### config.mk
export PLATFORM = sky130hd
export DESIGN_NAME = pro_front
export DESIGN_NICKNAME = d
export VERILOG_FILES = /design/src/rtl/pro_pkg.sv /design/src/rtl/pro_front.sv
export SDC_FILE = /design/constraint.sdc
export NUM_CORES = 1
export LEC_CHECK = 0
export BUFFER_PORTS_ARGS = -buffer_cell sky130_fd_sc_hd__buf_2
export CORE_UTILIZATION = 55
export CTS_CLUSTER_SIZE = 28
export DETAILED_ROUTE_END_ITERATION = 7
export PLACE_DENSITY = 0.8
export SLEW_MARGIN = 10
export SYNTH_ARGS = -nofsm -noshare
export SYNTH_HDL_FRONTEND = slang
export SYNTH_SLANG_ARGS = --single-unit
### constraint.sdc
create_clock -name i_clk -period 10.68 [get_ports i_clk]
set_input_delay 0 -clock i_clk [delete_from_list [all_inputs] [get_ports i_clk]]
set_output_delay 0 -clock i_clk [all_outputs]
set_load 0.01 [all_outputs]
### src/rtl/pro_pkg.sv
// pro_pkg: shared types and constants for the polyline rail offset block.
// Used by the top level, pro_front, pro_queue and pro_back; depends on nothing.
`default_nettype none
package pro_pkg;
    localparam int CoordWidth = 32;
    localparam int DiffWidth  = CoordWidth + 1;
    localparam int HalfWidth  = 13;
    localparam logic [HalfWidth-1:0] HalfReset = 13'd735;

    typedef logic signed [CoordWidth-1:0] t_coord;
    typedef logic [DiffWidth-1:0] t_mag;

    // one job for the back end: vertex and tangent as sign and magnitude
    typedef struct packed {
        t_coord     px;
        t_coord     py;
        t_mag       mx;
        logic       nx;
        t_mag       my;
        logic       ny;
        logic       last;
    } t_job;

    localparam int JobWidth = $bits(t_job);
endpackage
`default_nettype wire

### src/rtl/pro_front.sv
// pro_front: accepts vertices, tracks the pending vertex and builds tangent jobs.
// Depends on pro_pkg. Issues up to two jobs per item, one per cycle while the queue is not full.
`default_nettype none
module pro_front (
    input  wire                   i_clk,
    input  wire                   i_rst_n,
    input  wire                   i_valid,
    output logic                  o_stall,
    input  pro_pkg::t_coord       i_point_x,
    input  pro_pkg::t_coord       i_point_y,
    input  wire                   i_last_point,
    output logic                  o_job_valid,
    input  wire                   i_job_full,
    output pro_pkg::t_job         o_job
);
    logic [1:0]       r_seen, n_seen;
    pro_pkg::t_coord  r_ax, r_ay, r_px, r_py;
    logic             r_second;
    pro_pkg::t_job    r_job2;
    logic             w_acc;
    pro_pkg::t_coord  w_fx, w_fy;

    assign o_stall = r_second || i_job_full;
    assign w_acc   = i_valid && !o_stall;

    function automatic pro_pkg::t_job mk(pro_pkg::t_coord px, pro_pkg::t_coord py,
        pro_pkg::t_coord ax, pro_pkg::t_coord ay, pro_pkg::t_coord bx,
        pro_pkg::t_coord by, logic last);
        pro_pkg::t_job j;
        logic signed [pro_pkg::DiffWidth-1:0] dx, dy;
        dx = {bx[pro_pkg::CoordWidth-1], bx} - {ax[pro_pkg::CoordWidth-1], ax};
        dy = {by[pro_pkg::CoordWidth-1], by} - {ay[pro_pkg::CoordWidth-1], ay};
        j.px = px; j.py = py; j.last = last;
        j.nx = dx[pro_pkg::DiffWidth-1];
        j.ny = dy[pro_pkg::DiffWidth-1];
        j.mx = j.nx ? -dx : dx;
        j.my = j.ny ? -dy : dy;
        return j;
    endfunction

    assign w_fx = (r_seen == 2'd1) ? r_px : r_ax;
    assign w_fy = (r_seen == 2'd1) ? r_py : r_ay;

    always_comb begin
        o_job_valid = 1'b0;
        o_job = mk(i_point_x, i_point_y, '0, '0, 32'sd1, '0, 1'b1);
        if (r_second) begin
            o_job_valid = !i_job_full;
            o_job = r_job2;
        end else if (w_acc) begin
            if (r_seen == 2'd0) begin
                o_job_valid = i_last_point;
            end else begin
                o_job_valid = 1'b1;
                o_job = mk(r_px, r_py, w_fx, w_fy, i_point_x, i_point_y, 1'b0);
            end
        end
    end

    always_comb begin
        n_seen = r_seen;
        if (w_acc) begin
            if (i_last_point) n_seen = 2'd0;
            else if (r_seen == 2'd0) n_seen = 2'd1;
            else n_seen = 2'd2;
        end
    end

    always_ff @(posedge i_clk) begin
        if (!i_rst_n) begin
            r_seen   <= 2'd0;
            r_second <= 1'b0;
        end else begin
            r_seen <= n_seen;
            if (r_second && !i_job_full) r_second <= 1'b0;
            else if (w_acc && i_last_point && r_seen != 2'd0) r_second <= 1'b1;
        end
        if (w_acc) begin
            r_ax <= r_px; r_ay <= r_py;
            r_px <= i_point_x; r_py <= i_point_y;
            r_job2 <= mk(i_point_x, i_point_y, r_px, r_py, i_point_x, i_point_y,
                         1'b1);
        end
    end
endmodule
`default_nettype wire

======== Word-level counts from Yosys, hierarchy flattened ========
Index checks and enable logic that the tools add are counted.
storage, ports and cells
  bits in registers ....................... 199
  bits in latches ......................... 0
  memory bits (writable) .................. 0
  bits in read-only memories .............. 0
  input port bits ......................... 69
  output and inout bits ................... 135
  logic and storage cells ................. 46
  memories ................................ 0
operators by class
  add/sub/neg operators ................... 8
  $mul .................................... 0
  divide/modulo/power cells ............... 0
  $lt $le $gt $ge ......................... 0
  equality and inequality tests ........... 1
  shifts and indexed selects .............. 0
  muxes and demuxes ....................... 14
  bitwise gates (word level) .............. 1
  reduce and logical (&&, ||, !) cells .... 10
operators with widths
  cell                                                                    number
  133-bit two-way mux                                                     3
  33-bit negation                                                         4
  32-bit by 32-bit subtractor with 33-bit output                          4
  32-bit two-way mux                                                      4
  33-bit two-way mux                                                      2
  1-bit logical AND                                                       4
  2-bit two-way mux                                                       2
  1-bit two-way mux                                                       3
  2-bit by 1-bit equality test with 1-bit output (second input constant)  1
  1-bit logical NOT                                                       2
  2-bit logical NOT                                                       1
  2-bit nonzero test                                                      1
  2-bit OR reduction                                                      1
  1-bit logical OR                                                        1
  1-bit inverter                                                          1

======== Longest topological paths before layout ========
  word-level depth ........................ 8
  gate-level depth with buffers ........... 18
  gate-level depth less buffers ........... 15

======== Least setup slack after synthesis ========
No wires, ideal clock.
  path type ............................... register to output
  start point ............................. register r_second
  end point ............................... output port o_job[67] (netlist bit)
  arrival ................................. 10.930 ns
  slack ................................... -0.250 ns
  cell stages (with the launch flop) ...... 11
  path buffers ............................ 3
  cells stage by stage .................... dfxtp_1 > clkbuf_1 > or2_2 > nor2_1 > o21a_1 > clkbuf_1 > inv_1 > buf_6 > or4_1 > o21ai_1 > a211o_1
RTL lines
  what                    line             RTL
  from (decl)             pro_front.sv:18  logic r_second;
  from (signal assigned)  pro_front.sv:72  r_second <= 1'b0;
  from (signal assigned)  pro_front.sv:75  if (r_second && !i_job_full) r_second <= 1'b0;
  from (signal assigned)  pro_front.sv:76  else if (w_acc && i_last_point && r_seen != 2'd0) r_second <= 1'b1;
  to (decl)               pro_front.sv:14  output pro_pkg::t_job o_job

==> results.sh <==
export IMPL_power_uw=2770
export IMPL_grt_pass1_wl_um=97200
export IMPL_fin_nets=2783
export IMPL_synth_area_per_cell_um2=8.23
export IMPL_fin_skew_ns=0.0151
export IMPL_groute_usage_overall_pct=33.8
export IMPL_cp_startpoint="r_seen[1]"
export IMPL_worstSetupStartpointType="flop"
export IMPL_yosysUniqueCellTypes=113
export IMPL_dieArea_mm2=0.0364
export IMPL_start_util_pct=56.3
export IMPL_drc=0
export IMPL_antennaDiodeCount=0
export IMPL_status="finished, final reports clean"
export IMPL_setup_tns_ns=0
export IMPL_dr_total_vias=19600
export IMPL_finalInstanceArea_mm2=0.0221
export IMPL_synth_cells=2382
export IMPL_place_congestion=1.02
export IMPL_vdd_ir_drop_max_mv=0.133
export IMPL_drtIter0Drc=1622
export IMPL_crit_buf_inv=3
export IMPL_cts_resized_gates=0
export IMPL_core_area_mm2=0.0348
export IMPL_fin_ws_ns=4.45
export IMPL_overflow=0
export IMPL_relSlewSlack_pct=24.4
export IMPL_antenna_found_initial=0
export IMPL_switching_share_pct=37.9
export IMPL_first_pass_iters=7
export IMPL_grt_pass1_vias=18500
export IMPL_rows=68
export IMPL_io_pins=204
export IMPL_worst_slew_pin_transition_ns=1.13
export IMPL_die_h_um=191
export IMPL_htree_levels=4
export IMPL_cts_buffer_depth=2
export IMPL_place_area_mm2=0.0208
export IMPL_avgViaCountPerCell=6.42
export IMPL_cts_buffers=17
export IMPL_report_final_slew_viol_count=0
export IMPL_clock_sinks=199
export IMPL_period_share_pct=58.3
export IMPL_ant_nets=0
export IMPL_dp_hpwl_um=47200
export IMPL_ys_flop_type="edfxtp_1"
export IMPL_period_needed_ns=6.23
export IMPL_setup_viol=0
export IMPL_r2r_start="r_job2[101]"
export IMPL_async_reset_ff_share_pct=0
export IMPL_criticalPathCategory="flop to primary output"
export IMPL_leakage_uw=0.00898
export IMPL_combPwrFrac_pct=40.3
export IMPL_p_seq_share_pct=34.2
export IMPL_crit_top_cell="nand3_1"
export IMPL_grt_max_degree=127
export IMPL_wl_um=62200
export IMPL_fmax_mhz=160
export IMPL_end_kind="primary output"
export IMPL_portBuffers=203
export IMPL_tritoncts="yes"
export IMPL_ys_warn_count=0
export IMPL_cts_clk_slew_worst_paths_ns=0.08
export IMPL_cpPeakStageDelay_ns=0.83
export IMPL_cp_top_family="simple AND/OR/NAND/NOR gates"
export IMPL_p_int_uw=1720
export IMPL_hold_class="primary input to flop"
export IMPL_cp_max_fo=42
export IMPL_power_density_mw_per_mm2=125
export IMPL_clk_latency_ns=0.47
export IMPL_die_w_um=191
export IMPL_ys_ff_latch=199
export IMPL_hold_viol_final=0
export IMPL_syn_to_final_growth_pct=13.0
export IMPL_wl_per_cell_um=20.4
export IMPL_power_switching_uw=1050
export IMPL_rsz0062_at_grt="no"
export IMPL_dp_worst_setup_slack_ns=5.01
export IMPL_drive_above_1_share_pct=12.4
export IMPL_required_ns=10.68
export IMPL_clock_root_buffer="clkbuf_16"
export IMPL_synth_edf_count=196
export IMPL_seq_area_frac_synth_pct=30.3
export IMPL_hp_start="i_point_y[0]"
export IMPL_cp_slowest_cell="nor4_1"
export IMPL_cp_cell_sequence="nand2b_4 -> buf_4 -> mux2_2 -> ha_1 -> inv_1 -> fa_1 -> a211oi_1 -> o21ai_1 -> a21boi_0 -> xnor2_1 -> a2111oi_4 -> nand3_1 -> nor4_1 -> nand2_1 -> or4b_1 -> nand3_1 -> buf_2"
export IMPL_synthesis_nets=2587
export IMPL_arrival_ns=6.23
export IMPL_syn_area_mm2=0.0196
export IMPL_p_clk_share_pct=25.5
export IMPL_maxCapViolations=0
[power groups by stage]
stage	logic (uW)	clock network, uW	registers (uW)
floorplan	801	0	963
global placement	1050	0	962
detailed placement	1070	0	965
CTS	1100	711	948
global route	1220	734	952
finish	1120	708	948
[through the flow]
step / hold slack (ns) / util [%] / instances
detailed placement: 0.212 / 59.9 / 2946
finish: 0.278 / 63.6 / 3046
global placement: 0.206 / 59.9 / 2946
CTS: 0.262 / 63.6 / 3046
global route: 0.286 / 63.6 / 3046
floorplan: 0.0989 / - / 2382
[worst reg2reg max path, delay by kind of cell, from the launching register on]
kind,cells,cell delay [ns]
buffers and inverters,1,0.06
xor gates and xnor gates,1,0.17
DFF,1,0.42
AOI/OAI and AO/OA,6,1.95
and+or+nand+nor,3,1.29
adders and majority gates,2,0.61
[cells by family (layout without fill, tap and decap cells)]
| kind of cell | count (synthesis) | after routing | synth area share [%] |
|---|---|---|---|
| XOR/XNOR | 183 | 183 | 8.22 |
| flip-flops | 199 | 199 | 30.3 |
| AO/OA/AOI/OAI | 787 | 787 | 26.3 |
| multiplexers | 16 | 16 | 0.849 |
| AND/OR/NAND/NOR | 839 | 839 | 20.8 |
| adder cells (fa/ha/maj) | 136 | 136 | 8.84 |
| buffers and inverters | 222 | 431 | 4.68 |
[cell usage in the layout (no fill, tap or decap), drive strengths merged, types with 19 or more instances in the layout]
| cell | instances |
|---|---|
| nand2 | 276 |
| o21ai | 235 |
| buf | 217 |
| nor2 | 216 |
| a21oi | 208 |
| edfxtp | 196 |
| ha | 132 |
| inv | 120 |
| xnor2 | 106 |
| xor2 | 77 |
| dlygate4sd3 | 68 |
| nor3 | 64 |
| nand3 | 63 |
| a21o | 43 |
| a31oi | 31 |
| a211oi | 28 |
| nand4 | 28 |
| nor4 | 28 |
| o21a | 26 |
| o211ai | 24 |
| o31ai | 24 |
| or3 | 24 |
| nor2b | 21 |
| and2 | 21 |
| and3 | 19 |
[synthesized netlist by cell type, types with 6 or more instances]
cell type	n	share of area, %
nand2_1	276	5.3
nor2_1	215	4.1
o21ai_0	208	5.3
a21oi_1	205	5.2
edfxtp_1	196	30
ha_1	132	8.4
inv_1	114	2.2
xnor2_1	105	4.7
xor2_1	77	3.4
clkbuf_1	73	1.4
nand3_1	63	1.6
nor3_1	63	1.6
a21o_1	43	1.6
a31oi_1	31	0.99
a211oi_1	27	1.0
o21ai_1	27	0.69
nand4_1	26	0.83
o21a_1	25	0.96
o211ai_1	24	0.92
o31ai_1	23	0.88
nor4_1	22	0.70
or3_1	22	0.70
and2_1	20	0.64
nor2b_1	20	0.64
buf_2	19	0.49
and3_1	18	0.57
nand2b_1	15	0.48
a21boi_0	14	0.54
a211o_1	12	0.54
mux2i_1	11	0.56
nor3b_1	10	0.38
a2111oi_0	9	0.40
and4_1	9	0.40
o2111ai_1	9	0.40
o21bai_1	9	0.34
a31o_2	8	0.36
o211a_1	8	0.41
or2_2	8	0.26
or4_1	8	0.31
o41ai_1	7	0.31
a41oi_1	6	0.27
buf_4	6	0.23
nand3b_1	6	0.23
o31a_1	6	0.27
[registers in the layout, indices dropped and copies added, names as in the netlist]
name / flops
r_ax: 32
r_ay: 32
r_job2: 132
r_second: 1
r_seen: 2
[metal layers]
layer	GRT usage, %	vias to the layer above	wire length, um
li1	-	9254	-
met1	43.2	9286	25700
met2	56.7	848	29500
met3	4.62	164	4430
met4	14.9	0	2550
met5	0	-	0
[cell type report]
class	instances	area [um2]
sequential	199	5950
clock buffer	17	425
clock inverter	15	191
multi-input combinational	1961	12800
timing repair buffer	285	1800
fill	3029	12700
inverter	114	428
tap	455	569
[path summary, 6_finish.rpt]
| path | to | slack [ns] | depth (start not counted) |
|---|---|---|---|
| worst min-delay path | r_job2[69] | 0.28 | 2 |
| worst max-delay path | o_job[66] | 4.45 | 17 |
| worst min register to register | r_ax[9] | 0.45 | 0 |
| worst max register to register | r_job2[64] | 5.91 | 13 |
[repair_timing]
| action | CTS | global route |
|---|---|---|
| hold buffers | 68 | 0 |
| buffers inserted | 0 | 0 |
| endpoints found under the hold margin | 67 | 0 |
(Power assumes the default switching activity.)
