### config.mk
export PLATFORM = sky130hd
export DESIGN_NAME = pro_queue
export DESIGN_NICKNAME = d
export VERILOG_FILES = /design/src/rtl/pro_pkg.sv /design/src/rtl/pro_ram.sv /design/src/rtl/pro_queue.sv
export SDC_FILE = /design/constraint.sdc
export NUM_CORES = 1
export LEC_CHECK = 0
export ABC_AREA = 1
export BUFFER_PORTS_ARGS = -buffer_cell sky130_fd_sc_hd__buf_2
export CAP_MARGIN = 20
export CELL_PAD_IN_SITES_DETAIL_PLACEMENT = 2
export CELL_PAD_IN_SITES_GLOBAL_PLACEMENT = 2
export CORE_ASPECT_RATIO = 1.75
export CORE_MARGIN = 2
export CORE_UTILIZATION = 43
export CTS_CLUSTER_DIAMETER = 30
export CTS_CLUSTER_SIZE = 8
export DETAILED_ROUTE_END_ITERATION = 8
export GPL_TIMING_DRIVEN = 0
export PLACE_DENSITY_LB_ADDON = 0.1
export SETUP_SLACK_MARGIN = 0.2
export SYNTH_ARGS = -nofsm -noshare
export SYNTH_HDL_FRONTEND = slang
export SYNTH_SLANG_ARGS = --single-unit
### constraint.sdc
create_clock -name i_clk -period 5.7 [get_ports i_clk]
set_input_delay 0.57 -clock i_clk [delete_from_list [all_inputs] [get_ports i_clk]]
set_output_delay 0.57 -clock i_clk [all_outputs]
set_load 0.1 [all_outputs]
### src/rtl/pro_pkg.sv
// pro_pkg: shared types and constants for the polyline rail offset block.
// Used by the top level, pro_front, pro_queue and pro_back; depends on nothing.
`default_nettype none
package pro_pkg;
    localparam int CoordWidth = 32;
    localparam int DiffWidth  = CoordWidth + 1;
    localparam int HalfWidth  = 13;
    localparam logic [HalfWidth-1:0] HalfReset = 13'd735;

    typedef logic signed [CoordWidth-1:0] t_coord;
    typedef logic [DiffWidth-1:0] t_mag;

    // one job for the back end: vertex and tangent as sign and magnitude
    typedef struct packed {
        t_coord     px;
        t_coord     py;
        t_mag       mx;
        logic       nx;
        t_mag       my;
        logic       ny;
        logic       last;
    } t_job;

    localparam int JobWidth = $bits(t_job);
endpackage
`default_nettype wire

### src/rtl/pro_ram.sv
// pro_ram: generic single write, single read RAM with registered read data.
// No dependencies.
`default_nettype none
module pro_ram #(
    parameter int Width = 8,
    parameter int Depth = 4
) (
    input  wire                      i_clk,
    input  wire                      i_we,
    input  wire  [$clog2(Depth)-1:0] i_waddr,
    input  wire  [Width-1:0]         i_wdata,
    input  wire  [$clog2(Depth)-1:0] i_raddr,
    output logic [Width-1:0]         o_rdata
);
    logic [Width-1:0] r_mem [Depth];
    always_ff @(posedge i_clk) begin
        if (i_we) r_mem[i_waddr] <= i_wdata;
        o_rdata <= r_mem[i_raddr];
    end
endmodule
`default_nettype wire

### src/rtl/pro_queue.sv
// pro_queue: four entry job queue between front and back end.
// Depends on pro_pkg and pro_ram. Registered read feeds a one-entry output stage.
`default_nettype none
module pro_queue (
    input  wire              i_clk,
    input  wire              i_rst_n,
    input  wire              i_push,
    input  pro_pkg::t_job    i_job,
    output logic             o_full,
    output logic             o_valid,
    input  wire              i_pop,
    output pro_pkg::t_job    o_job
);
    logic [1:0] r_wp, r_rp;
    logic [2:0] r_cnt;
    logic       r_ov, r_pend;
    logic [pro_pkg::JobWidth-1:0] w_rd;
    pro_pkg::t_job r_hold;
    logic w_rd_en;

    pro_ram #(.Width(pro_pkg::JobWidth), .Depth(4)) u_ram (
        .i_clk(i_clk), .i_we(i_push), .i_waddr(r_wp), .i_wdata(i_job),
        .i_raddr(r_rp), .o_rdata(w_rd));

    // read issued when entries wait, no read is pending and the output stage is empty or being popped
    assign w_rd_en = (r_cnt != 3'd0) && !r_pend && (!r_ov || i_pop);
    assign o_full  = (r_cnt >= 3'd3);
    assign o_valid = r_ov;

    always_ff @(posedge i_clk) begin
        if (!i_rst_n) begin
            r_wp <= '0; r_rp <= '0; r_cnt <= '0; r_ov <= 1'b0; r_pend <= 1'b0;
        end else begin
            if (i_push) r_wp <= r_wp + 2'd1;
            if (w_rd_en) r_rp <= r_rp + 2'd1;
            r_cnt <= r_cnt + {2'b0, i_push} - {2'b0, w_rd_en};
            r_pend <= w_rd_en;
            if (r_pend) r_ov <= 1'b1;
            else if (i_pop) r_ov <= 1'b0;
        end
        if (r_pend) r_hold <= w_rd;
    end
    assign o_job = r_hold;
endmodule
`default_nettype wire

# After elaboration in Yosys (flattened, before gate mapping)
# Memories as Yosys holds them, arrays and structs flattened. A register that Yosys moved wholly into a read port is not among the register bits.
# Index checks and enable logic that the tools add are counted.
[classes] n_bitwise=0 reduce_logical=7 n_shift=0 muxes=4 n_div=0 n_eq_ne=0 add_sub_neg=4 multipliers=0 order_cmp=1
[ops] cell="2-bit by 1-bit adder with 2-bit output (second input constant)" count=2
[ops] cell="1-bit two-way mux" count=4
[ops] cell="3-bit by 1-bit adder with 3-bit output" count=1
[ops] cell="3-bit by 2-bit greater-or-equal comparator with 1-bit output (second input constant)" count=1
[ops] cell="3-bit nonzero test" count=1
[ops] cell="3-bit by 1-bit subtractor with 3-bit output" count=1
[ops] cell="1-bit logical AND" count=2
[ops] cell="1-bit zero test" count=2
[ops] cell="2-bit nonzero test" count=1
[ops] cell="1-bit logical OR" count=1
[word_totals] wordCells=29 out_inout_bits=135 inputBits=137 memories=1 mem_bits_rw=532 romBits=0 reg_bits=142 latch_bits=0
[memory_table] name="u_ram.r_mem" depth=4 width=133 rd=1 rd_ports_with_merged_regs=1 wr=1 line="pro_ram.sv:15" rtl="logic [Width-1:0] r_mem [Depth];"

# Longest topological paths before layout
# Gate-level depths: netlist of the first run.
[depth] word_depth=4 ltp_mapped=10

# Cells and area by module
# From an unflattened synthesis of the first run, not the netlist that was laid out.
[hier_totals] hier_cells=2410 area_unflattened_um2=29440.7
[modules_own_cells] mod="pro_ram" area_each_um2=25029.0 seq_area_each_um2=18637.9 n_inst=1 cells_per_inst=2225
[modules_own_cells] mod="pro_queue" area_each_um2=4411.7 seq_area_each_um2=4174.0 n_inst=1 cells_per_inst=185

# Least setup slack after synthesis of the first run
# Ideal clock, no wire load.
[synth_timing] kind="flip-flop to flip-flop" start="register r_pend" end="register r_cnt[2]" synth_period_minus_slack_ps=5118 n_path_buf=0 setup_ps=115 slack_ps=582 required_ps=5585 stages_incl_launch_ff=10 arrival_ps=5003 cell_sequence="dfxtp_1 > a21oi_1 > nand2_1 > inv_1 > ha_1 > inv_1 > ha_1 > fa_1 > xnor2_1 > nor2_1"
[synth_between] elab_chain_cells=4
[synth_rtl] item="start: declaration" line="pro_queue.sv:16" rtl="logic r_ov, r_pend;"
[synth_rtl] item="start signal: assignment" line="pro_queue.sv:37" rtl="r_pend <= w_rd_en;"
[synth_rtl] item="1-bit zero test" line="pro_queue.sv:26" rtl="assign w_rd_en = (r_cnt != 3'd0) && !r_pend && (!r_ov || i_pop);"
[synth_rtl] item="1-bit logical AND (2 in a row)" line="pro_queue.sv:26"
[synth_rtl] item="via w_rd_en" line="pro_queue.sv:19" rtl="logic w_rd_en;"
[synth_rtl] item="3-bit by 1-bit subtractor with 3-bit output" line="pro_queue.sv:36" rtl="r_cnt <= r_cnt + {2'b0, i_push} - {2'b0, w_rd_en};"
[synth_rtl] item="end signal: assignment" line="pro_queue.sv:36"
[synth_rtl] item="end: declaration" line="pro_queue.sv:15" rtl="logic [2:0] r_cnt;"
# The timed path passes the listed nets, and every way through them passes these cells.
# A chain may end at the register's enable or synchronous reset.

# Worst setup path after layout of the first run
[layout_timing] start="register r_cnt[2]" end="output port o_full"
[layout_between] elab_chain_cells=1
[layout_rtl] item="3-bit by 2-bit greater-or-equal comparator with 1-bit output" line="pro_queue.sv:27" rtl="assign o_full = (r_cnt >= 3'd3);"
[layout_rtl] item="end: declaration" line="pro_queue.sv:9" rtl="output logic o_full,"
# Every way passes these cells.

==> flow_metrics.env, run 1 <==
export IMPL_start_kind="flip-flop"
export IMPL_synth_commonest_cells="665 x edfxtp_1, 272 x nor2_1, 248 x o21ai_0"
export IMPL_die_h_um=334
export IMPL_drtPass1Iterations=5
export IMPL_rows=121
export IMPL_grt_overflow_total=0
export IMPL_hold_ws_ns=0.111
export IMPL_cts_path_max_buffers=3
export IMPL_synth_nets=1762
export IMPL_antenna_found_initial=27
export IMPL_die_area_um2=64400
export IMPL_area_growth_pct=26.6
export IMPL_synth_area_um2=26800
export IMPL_io_pins=272
export IMPL_place_ws_ns=3.18
export IMPL_grt_first_pass_wirelength_mm=118
export IMPL_p_comb_share_pct=26.7
export IMPL_seq_power_share_pct=36.4
export IMPL_ir_worst_vdd_mv=0.431
export IMPL_synth_edf_count=665
export IMPL_fin_cells=2947
export IMPL_rsz0062_at_grt="no"
export IMPL_power_leakage_nw=12.2
export IMPL_drcViolationCount=0
export IMPL_critical_path_max_fanout=3
export IMPL_clock_power_share_pct=36.9
export IMPL_yosys_warnings=0
export IMPL_final_hold_viol_count=0
export IMPL_clkTransAtPathRegs_ns=0.05
export IMPL_syn_area_per_cell_um2=16.6
export IMPL_cts_setup_buffers=0
export IMPL_fillers=5466
export IMPL_first_iter_violations=848
export IMPL_multiInputGateArea_um2=3400
export IMPL_cts_tree="done"
export IMPL_fin_setup_tns_ns=0
export IMPL_register_area_um2=22800
export IMPL_yosysMostFrequentCell="edfxtp_1"
export IMPL_final_max_slew_viol_count=0
export IMPL_initial_core_util_pct=43.3
export IMPL_end_kind="output port"
export IMPL_cts_root_buf="clkbuf_16"
export IMPL_clk_latency_ns=0.68
export IMPL_cp_required_ns=5.13
export IMPL_num_vias=15800
export IMPL_yosysTopAreaCellShare_pct=74.5
export IMPL_grt_max_degree=92
export IMPL_setup_ws_ns=3.14
export IMPL_final_antenna_net_count=0
export IMPL_postCtsHoldBufs=0
export IMPL_yosysTopAreaCell="edfxtp_1"
export IMPL_power_density_nw_per_um2=654
export IMPL_max_slew_margin_pct=52.0
export IMPL_path_class="reg -> out"
export IMPL_synthTopCellsByArea="edfxtp_1 75%, dfxtp_1 11%, o21ai_0 4.6%"
export IMPL_dpl_hpwl_mm=46.6
export IMPL_min_path_type="in -> reg"
export IMPL_port_buffers=271
export IMPL_drt_total_wl_mm=80.9
export IMPL_setup_viol=0
export IMPL_stdcell_area_um2=33900
export IMPL_syn_inst=1617
export IMPL_finalClockSkew_ns=0.0216
export IMPL_cts_sinks=807
export IMPL_ys_ff_latch=807
export IMPL_synth_distinct_cells=20
export IMPL_die_x_um=193
export IMPL_tightest_slew_ns=0.719
export IMPL_htree_levels=4
export IMPL_placed_area_um2=29400
export IMPL_via_per_inst=5.35
export IMPL_numCtsBuffers=138
export IMPL_wire_per_inst_um=27.4
export IMPL_fmaxAchievable_mhz=391
export IMPL_numPlacedInstances=2693
export IMPL_seq_area_frac_synth_pct=85.1
export IMPL_max_cap_violations=0
export IMPL_gp_congestion=0.733
export IMPL_status="finished, final reports clean"
export IMPL_core_area_um2=61900
export IMPL_drive_gt1_share_pct=24.8
export IMPL_async_flop_share_pct=0
export IMPL_layout_min_cycle_time_ns=2.56
export IMPL_grt_pass1_vias=18500
export IMPL_p_int_mw=14.2
export IMPL_grt_total_usage_pct=25.4
export IMPL_switchingPower_mw=7.99
export IMPL_ys_flop_type="edfxtp_1"
export IMPL_arrival_ns=1.99
export IMPL_cts_resized=0
export IMPL_period_share_pct=44.8
export IMPL_swShare_pct=36.0
export IMPL_final_nets=2179
==> layout make-up <==
class | instances | share of cell area [%]
Timing Repair Buffer | 277 | 4.48
Inverter | 19 | 0.313
Tap cell | 799 | 2.95
Sequential cell | 807 | 67.2
Clock buffer | 210 | 11.9
Antenna cell | 7 | 0.0516
Buffer | 88 | 1.49
Multi-Input combinational cell | 703 | 10.0
Clock inverter | 37 | 1.55
==> registers in the layout, indices dropped and copies added, names as in the netlist <==
name / count
u_ram.r_mem: 532
o_job: 133
u_ram.o_rdata: 133
r_cnt: 3
r_rp: 2
r_wp: 2
o_valid: 1
r_pend: 1
==> cells in the final DEF, fill, tap and decap left out, drive strengths merged <==
cell type	Yosys	layout
a21oi	5	5
buf	53	330
bufinv	0	12
clkbuf	35	245
clkinv	0	14
clkinvlp	0	3
dfxtp	142	142
diode	0	7
edfxtp	665	665
fa	1	1
ha	7	7
inv	19	27
nand2	12	12
nand3	3	3
nor2	272	272
o21ai	269	269
o22ai	133	133
xnor2	1	1
==> routing by layer <==
metal  part of all wire, %  track usage [%]  up-vias
met4                   3.5             11.2       30
met2                    54             46.6      497
met3                   5.8             6.17      202
li1                      -                -     6947
met5                  0.22                0        -
met1                    36             27.2     8093
==> cell families (layout without fill, tap and decap cells) <==
group,Yosys count,count (layout),synth area share [%]
other cells,0,7,0
compound gates,407,407,8.22
buf+inv,107,631,2.18
xor+xnor,1,1,0.0327
fa+ha+maj,8,8,0.402
simple gates,287,287,4.03
flops,807,807,85.1
==> path summary, 6_finish.rpt <==
kind	start	endpoint	slack, ns	cells past startpoint
worst min-delay path	i_job[2]	u_ram.r_mem[1][2]	0.11	1
worst min register to register	u_ram.o_rdata[108]	o_job[108]	0.39	0
worst max register to register	r_pend	r_cnt[2]	3.17	9
worst max-delay path	r_cnt[2]	o_full	3.14	5
==> worst max-delay path: stages, from the launching register on <==
cell and delay [ns]:
dfxtp_1 0.30, inv_1 0.08, ha_1 0.16, nor2_1 0.05
o21ai_0 0.24, buf_2 0.48
==> stage by stage <==
stage,power (mW),util (%)
2_1_floorplan,12.1,-
3_3_place_gp,13.8,47.1
3_5_place_dp,14.0,47.4
4_1_cts,22.4,54.8
5_1_grt,23.0,54.8
6_report,22.2,54.8
==> power groups by stage <==
stage	combinational, mW	clock, mW	sequential, mW
after detailed placement	5.91	0	8.14
after floorplan	1.92	0	10.2
final	5.93	8.18	8.07
after CTS	6.04	8.30	8.09
after global routing	6.32	8.55	8.15
after global placement	5.54	0	8.31
Power figures use the tool's default switching activity.
==> inputs of run 2 (changes only) <==
- clock period: 5.7 -> 2.4 ns (I/O delays scaled with it)
==> run 2 against run 1 <==
Compared with the run above: power up 140%; non-clock buffer count up 154; clock power up 130%; wire length up 5.3%; global-route usage up 1.5 points; worst setup slack worse by 2.9 ns; sequential power up 140%; clock skew up 0.0024 ns; count of clock-buffer cells in the layout up 3; final area up 4.4%; core utilization up 2.4 points; largest cell class unchanged.
==> flow_metrics.env, run 2 (synthesis gave the netlist of run 1 again) <==
export IMPL_cp_required_ns=2.96
export IMPL_stdcell_area_um2=35400
export IMPL_placed_area_um2=29600
export IMPL_use_met1_pct=28.6
export IMPL_max_stage_delay_ns=0.58
export IMPL_drive_gt1_share_pct=24.3
export IMPL_whs_path_depth=2
export IMPL_clkTransAtPathRegs_ns=0.05
export IMPL_critical_path_depth=9
export IMPL_setup_viol=0
export IMPL_drt_total_wl_mm=85.1
export IMPL_place_ws_ns=-0.186
export IMPL_power_leakage_nw=12.8
export IMPL_final_common_cell="edfxtp_1"
export IMPL_path_class="reg -> reg"
export IMPL_power_density_nw_per_um2=1480
export IMPL_min_path_type="in -> reg"
export IMPL_cts_sinks=807
export IMPL_cp_slowest_cell="dfxtp_4"
export IMPL_antenna_found_initial=9
export IMPL_max_cap_violations=0
export IMPL_start_kind="flip-flop"
export IMPL_tightest_slew_ns=0.633
export IMPL_grt_busiest_layer="met2"
export IMPL_crit_family="adder cells"
export IMPL_end_kind="flip-flop"
export IMPL_fin_setup_tns_ns=0
export IMPL_min_to="u_ram.r_mem[2][119]"
export IMPL_min_from="i_job[119]"
export IMPL_die_x_um=193
export IMPL_clock_power_share_pct=35.6
export IMPL_ir_worst_vdd_mv=1.12
export IMPL_grt_pass1_vias=19300
export IMPL_gp_congestion=0.740
export IMPL_arrival_ns=2.71
export IMPL_hold_ws_ns=0.304
export IMPL_total_power_mw=52.3
export IMPL_clk_latency_ns=0.68
export IMPL_area_growth_pct=32.2
export IMPL_initial_core_util_pct=43.3
export IMPL_largest_register_ffs=532
export IMPL_core_area_um2=61900
export IMPL_switchingPower_mw=19.2
export IMPL_dpl_hpwl_mm=49.4
export IMPL_swShare_pct=36.7
export IMPL_first_iter_violations=868
export IMPL_p_int_mw=33.1
export IMPL_final_max_slew_viol_count=0
export IMPL_final_hold_viol_count=0
export IMPL_die_area_um2=64400
export IMPL_fin_cells=3104
export IMPL_finalClockSkew_ns=0.0241
export IMPL_final_nets=2334
export IMPL_setup_ws_ns=0.253
export IMPL_fmaxAchievable_mhz=466
export IMPL_via_per_inst=5.34
export IMPL_grt_first_pass_wirelength_mm=125
export IMPL_wire_per_inst_um=27.4
export IMPL_rows=121
export IMPL_layout_min_cycle_time_ns=2.15
export IMPL_p_comb_share_pct=27.8
export IMPL_seq_power_share_pct=36.6
export IMPL_htree_levels=4
export IMPL_period_share_pct=89.4
export IMPL_cts_root_buf="clkbuf_16"
export IMPL_r2r_end="r_cnt[2]"
export IMPL_critical_path_max_fanout=15
export IMPL_drcViolationCount=0
export IMPL_max_slew_margin_pct=57.8
export IMPL_drtPass1Iterations=5
export IMPL_r2r_slack_ns=0.25
export IMPL_use_met3_pct=5.91
export IMPL_numPlacedInstances=2706
export IMPL_r2r_cells=9
export IMPL_largest_register="u_ram.r_mem"
export IMPL_grt_total_usage_pct=26.9
export IMPL_critical_path_buf_inv_count=2
export IMPL_grt_max_degree=57
export IMPL_io_pins=272
export IMPL_cp_cell_sequence="a21oi_4, nand2_1, inv_1, ha_1, inv_1, ha_2, fa_1, xnor2_1, nor2_1"
export IMPL_finish_utilization_pct=57.2
export IMPL_num_vias=16600
export IMPL_status="finished, final reports clean"
export IMPL_numCtsBuffers=136
export IMPL_cpMostUsedCell="inv_1"
export IMPL_r2r_start="r_pend"
export IMPL_cts_tree="done"
export IMPL_cts_path_max_buffers=3
export IMPL_die_h_um=334
export IMPL_gr_usage_met2_pct=50.8
export IMPL_layout_common_cells="665 x edfxtp_1, 300 x buf_2, 272 x nor2_1"
export IMPL_final_antenna_net_count=0
export IMPL_grt_overflow_total=0
export IMPL_port_buffers=271
export IMPL_rsz0062_at_grt="yes"
## run 2: cell types whose count changed in the layout (fill, tap and decap cells not counted), moves of 5 or more
cell,previous run,this run
buf_12,0,17
bufinv_16,12,7
clkbuf_1,85,94
clkbuf_16,146,141
clkinvlp_4,3,12
dlygate4sd3_1,0,136
## run 2: repair_timing
item / 4_1_cts / 5_1_grt
setup buffers: 3 / 2
endpoints found under the hold margin: 541 / 0
endpoints found under the setup margin: 237 / 64
resized for setup: 1 / 7
hold buffers: 136 / 0
cloned: 3 / 0
## run 2: layout make-up
type / count / area, µm²
Clock inverter: 38 / 425
Clock buffer: 213 / 3930
Buffer: 88 / 507
Timing Repair inverter: 3 / 22.5
Sequential cell: 807 / 22800
Fill cell: 5369 / 26500
Multi-Input combinational cell: 703 / 3440
Timing Repair Buffer: 431 / 3180
Tap cell: 799 / 1000
Inverter: 19 / 91.3
Antenna cell: 3 / 7.51
## run 2: worst max-delay path by stage
stage	slack (ns)	to	startpoint
after floorplan	-0.56	u_ram.r_mem[0][0]	r_wp[0]
after global placement	-2.78	u_ram.r_mem[3][50]	r_wp[0]
after detailed placement	-0.19	u_ram.r_mem[0][45]	r_wp[0]
after CTS	0.12	u_ram.r_mem[0][6]	r_wp[0]
after global routing	0.11	r_cnt[2]	r_cnt[1]
final	0.25	r_cnt[2]	r_pend
## run 2: layer usage
metal / vias up / part of all wire, %
li1: 7259 / -
met1: 8599 / 36
met2: 537 / 56
met3: 176 / 5.3
met4: 10 / 3.1
met5: - / 0.073
## run 2: power groups by stage
stage	clock network [mW]	registers [mW]	logic (mW)
3_5_place_dp	0	19.4	14.1
4_1_cts	18.9	19.2	14.8
6_report	18.6	19.2	14.6
3_3_place_gp	0	19.6	13.2
2_1_floorplan	0	24.2	4.58
5_1_grt	19.5	19.3	15.5
==> inputs of run 3 (changes only) <==
- CORE_MARGIN: 2 -> 8
- MAX_ROUTING_LAYER: default -> met4
- clock period: 2.4 -> 2.3 ns (I/O delays scaled with it)
==> run 3 against run 2 <==
Compared with the run above: sequential share of layout area grew 0.19 points; count of clock-buffer cells in the layout is the same; critical path depth is the same; power grew 3.4%; combinational power grew 5%.
==> flow_metrics.env, run 3 (synthesis gave the netlist of run 1 again) <==
export IMPL_path_class="reg -> reg"
export IMPL_grt_pass1_vias=19500
export IMPL_clk_latency_ns=0.68
export IMPL_final_antenna_net_count=0
export IMPL_core_area_um2=61900
export IMPL_cts_root_buf="clkbuf_16"
export IMPL_grt_overflow_total=0
export IMPL_r2r_slack_ns=0.09
export IMPL_hold_ws_ns=0.314
export IMPL_clkTransAtPathRegs_ns=0.05
export IMPL_drive_gt1_share_pct=23.9
export IMPL_final_common_cell="edfxtp_1"
export IMPL_drt_total_wl_mm=85.5
export IMPL_critical_path_max_fanout=12
export IMPL_rsz0062_at_grt="yes"
export IMPL_grt_max_degree=50
export IMPL_cp_required_ns=2.85
export IMPL_io_pins=272
export IMPL_first_iter_violations=755
export IMPL_finalClockSkew_ns=0.0203
export IMPL_dpl_hpwl_mm=50.3
export IMPL_initial_core_util_pct=43.3
export IMPL_antenna_found_initial=10
export IMPL_end_kind="flip-flop"
export IMPL_cts_tree="done"
export IMPL_power_leakage_nw=12.7
export IMPL_gp_congestion=0.714
export IMPL_die_area_um2=70900
export IMPL_drtPass1Iterations=6
export IMPL_max_slew_margin_pct=49.5
export IMPL_r2r_start="r_pend"
export IMPL_arrival_ns=2.76
export IMPL_largest_register_ffs=532
export IMPL_status="finished, final reports clean"
export IMPL_setup_viol=0
export IMPL_tightest_slew_ns=0.754
export IMPL_drcViolationCount=0
export IMPL_largest_register="u_ram.r_mem"
export IMPL_wire_per_inst_um=27.6
export IMPL_fmaxAchievable_mhz=452
export IMPL_final_max_slew_viol_count=0
export IMPL_area_growth_pct=31.8
export IMPL_layout_min_cycle_time_ns=2.21
export IMPL_final_hold_viol_count=0
export IMPL_total_power_mw=54.1
export IMPL_grt_total_usage_pct=24.6
export IMPL_cts_path_max_buffers=3
export IMPL_port_buffers=271
export IMPL_grt_first_pass_wirelength_mm=125
export IMPL_die_x_um=205
export IMPL_layout_common_cells="665 x edfxtp_1, 299 x buf_2, 272 x nor2_1"
export IMPL_max_cap_violations=0
export IMPL_die_h_um=346
export IMPL_final_nets=2331
export IMPL_num_vias=16400
export IMPL_crit_start="r_pend"
export IMPL_ir_worst_vdd_mv=1.22
export IMPL_start_kind="flip-flop"
export IMPL_period_share_pct=96.2
export IMPL_min_from="i_job[108]"
export IMPL_htree_levels=4
export IMPL_via_per_inst=5.31
export IMPL_numCtsBuffers=133
export IMPL_power_density_nw_per_um2=1530
export IMPL_rows=121
export IMPL_min_path_type="in -> reg"
export IMPL_cts_sinks=807
## run 3: cell types whose count changed in the layout (fill, tap and decap cells not counted), moves of 2 or more
cell,change
diode_2,+7
clkinv_1,-4
clkinv_2,-3
inv_6,-4
clkinvlp_4,-5
clkinv_8,-2
clkbuf_16,-2
buf_12,+4
## run 3: timing repair
action                                  in CTS  in global routing
gates resized for setup                      1                  4
hold buffers                               136                  0
cloned                                       0                  1
setup buffers                                3                  1
hold endpoints to repair                   541                  0
endpoints found under the setup margin      43                 84
## run 3: worst max-delay path, cell delays in order (launching register included)
cell and delay (ns):
dfxtp_4 0.56, a21oi_4 0.10, nand2_1 0.13, inv_1 0.07, ha_1 0.30, inv_2 0.05, ha_4 0.16, fa_1 0.39
xnor2_1 0.24, nor2_1 0.07
## run 3: area by class of cell
cell class / count / area, µm²
inverters: 19 / 91.3
fillers: 5372 / 26600
repair inverters: 1 / 5.00
multi-input cells: 703 / 3450
well taps: 799 / 1000
plain buffers: 88 / 510
diodes: 10 / 25.0
clock inverters: 22 / 304
repair buffers: 433 / 3230
clock buffers: 213 / 3890
flip-flops and latches: 807 / 22800
## run 3: per-stage QoR
step,area [µm²],TNS (ns),worst slack (ns),cells,utilization (%)
6_report,35300,0,0.0876,3095,57.0
5_1_grt,35300,0,0.00732,3095,57.0
4_1_cts,35300,0,0.115,3083,56.9
3_5_place_dp,29700,-0.00000666,-0.00000666,2709,47.9
3_3_place_gp,29200,-1531.26,-2.96,2687,47.2
2_1_floorplan,26900,-347.29,-0.663,1617,-
## run 3: routing by layer
layer	global-route usage [%]	part of all wire (%)	routed length (µm)	up-vias
met2	44.1	55	46700	458
li1	-	-	-	7258
met4	10.3	3.1	2640	0
met1	26.1	37	32000	8538
met5	-	0	0	-
met3	4.68	4.8	4100	181
## run 3: worst paths after layout
path                    endpoint  cells past startpoint
min          u_ram.r_mem[3][108]                      2
max reg2reg             r_cnt[2]                      9
min reg2reg            o_job[99]                      0
max                     r_cnt[2]                      9
## run 3: power breakdown
group	leakage [nW]	switching (mW)	internal (mW)
combinational	3.37	12.2	3.13
clock	2.03	6.56	12.2
sequential	7.32	0.960	19.0
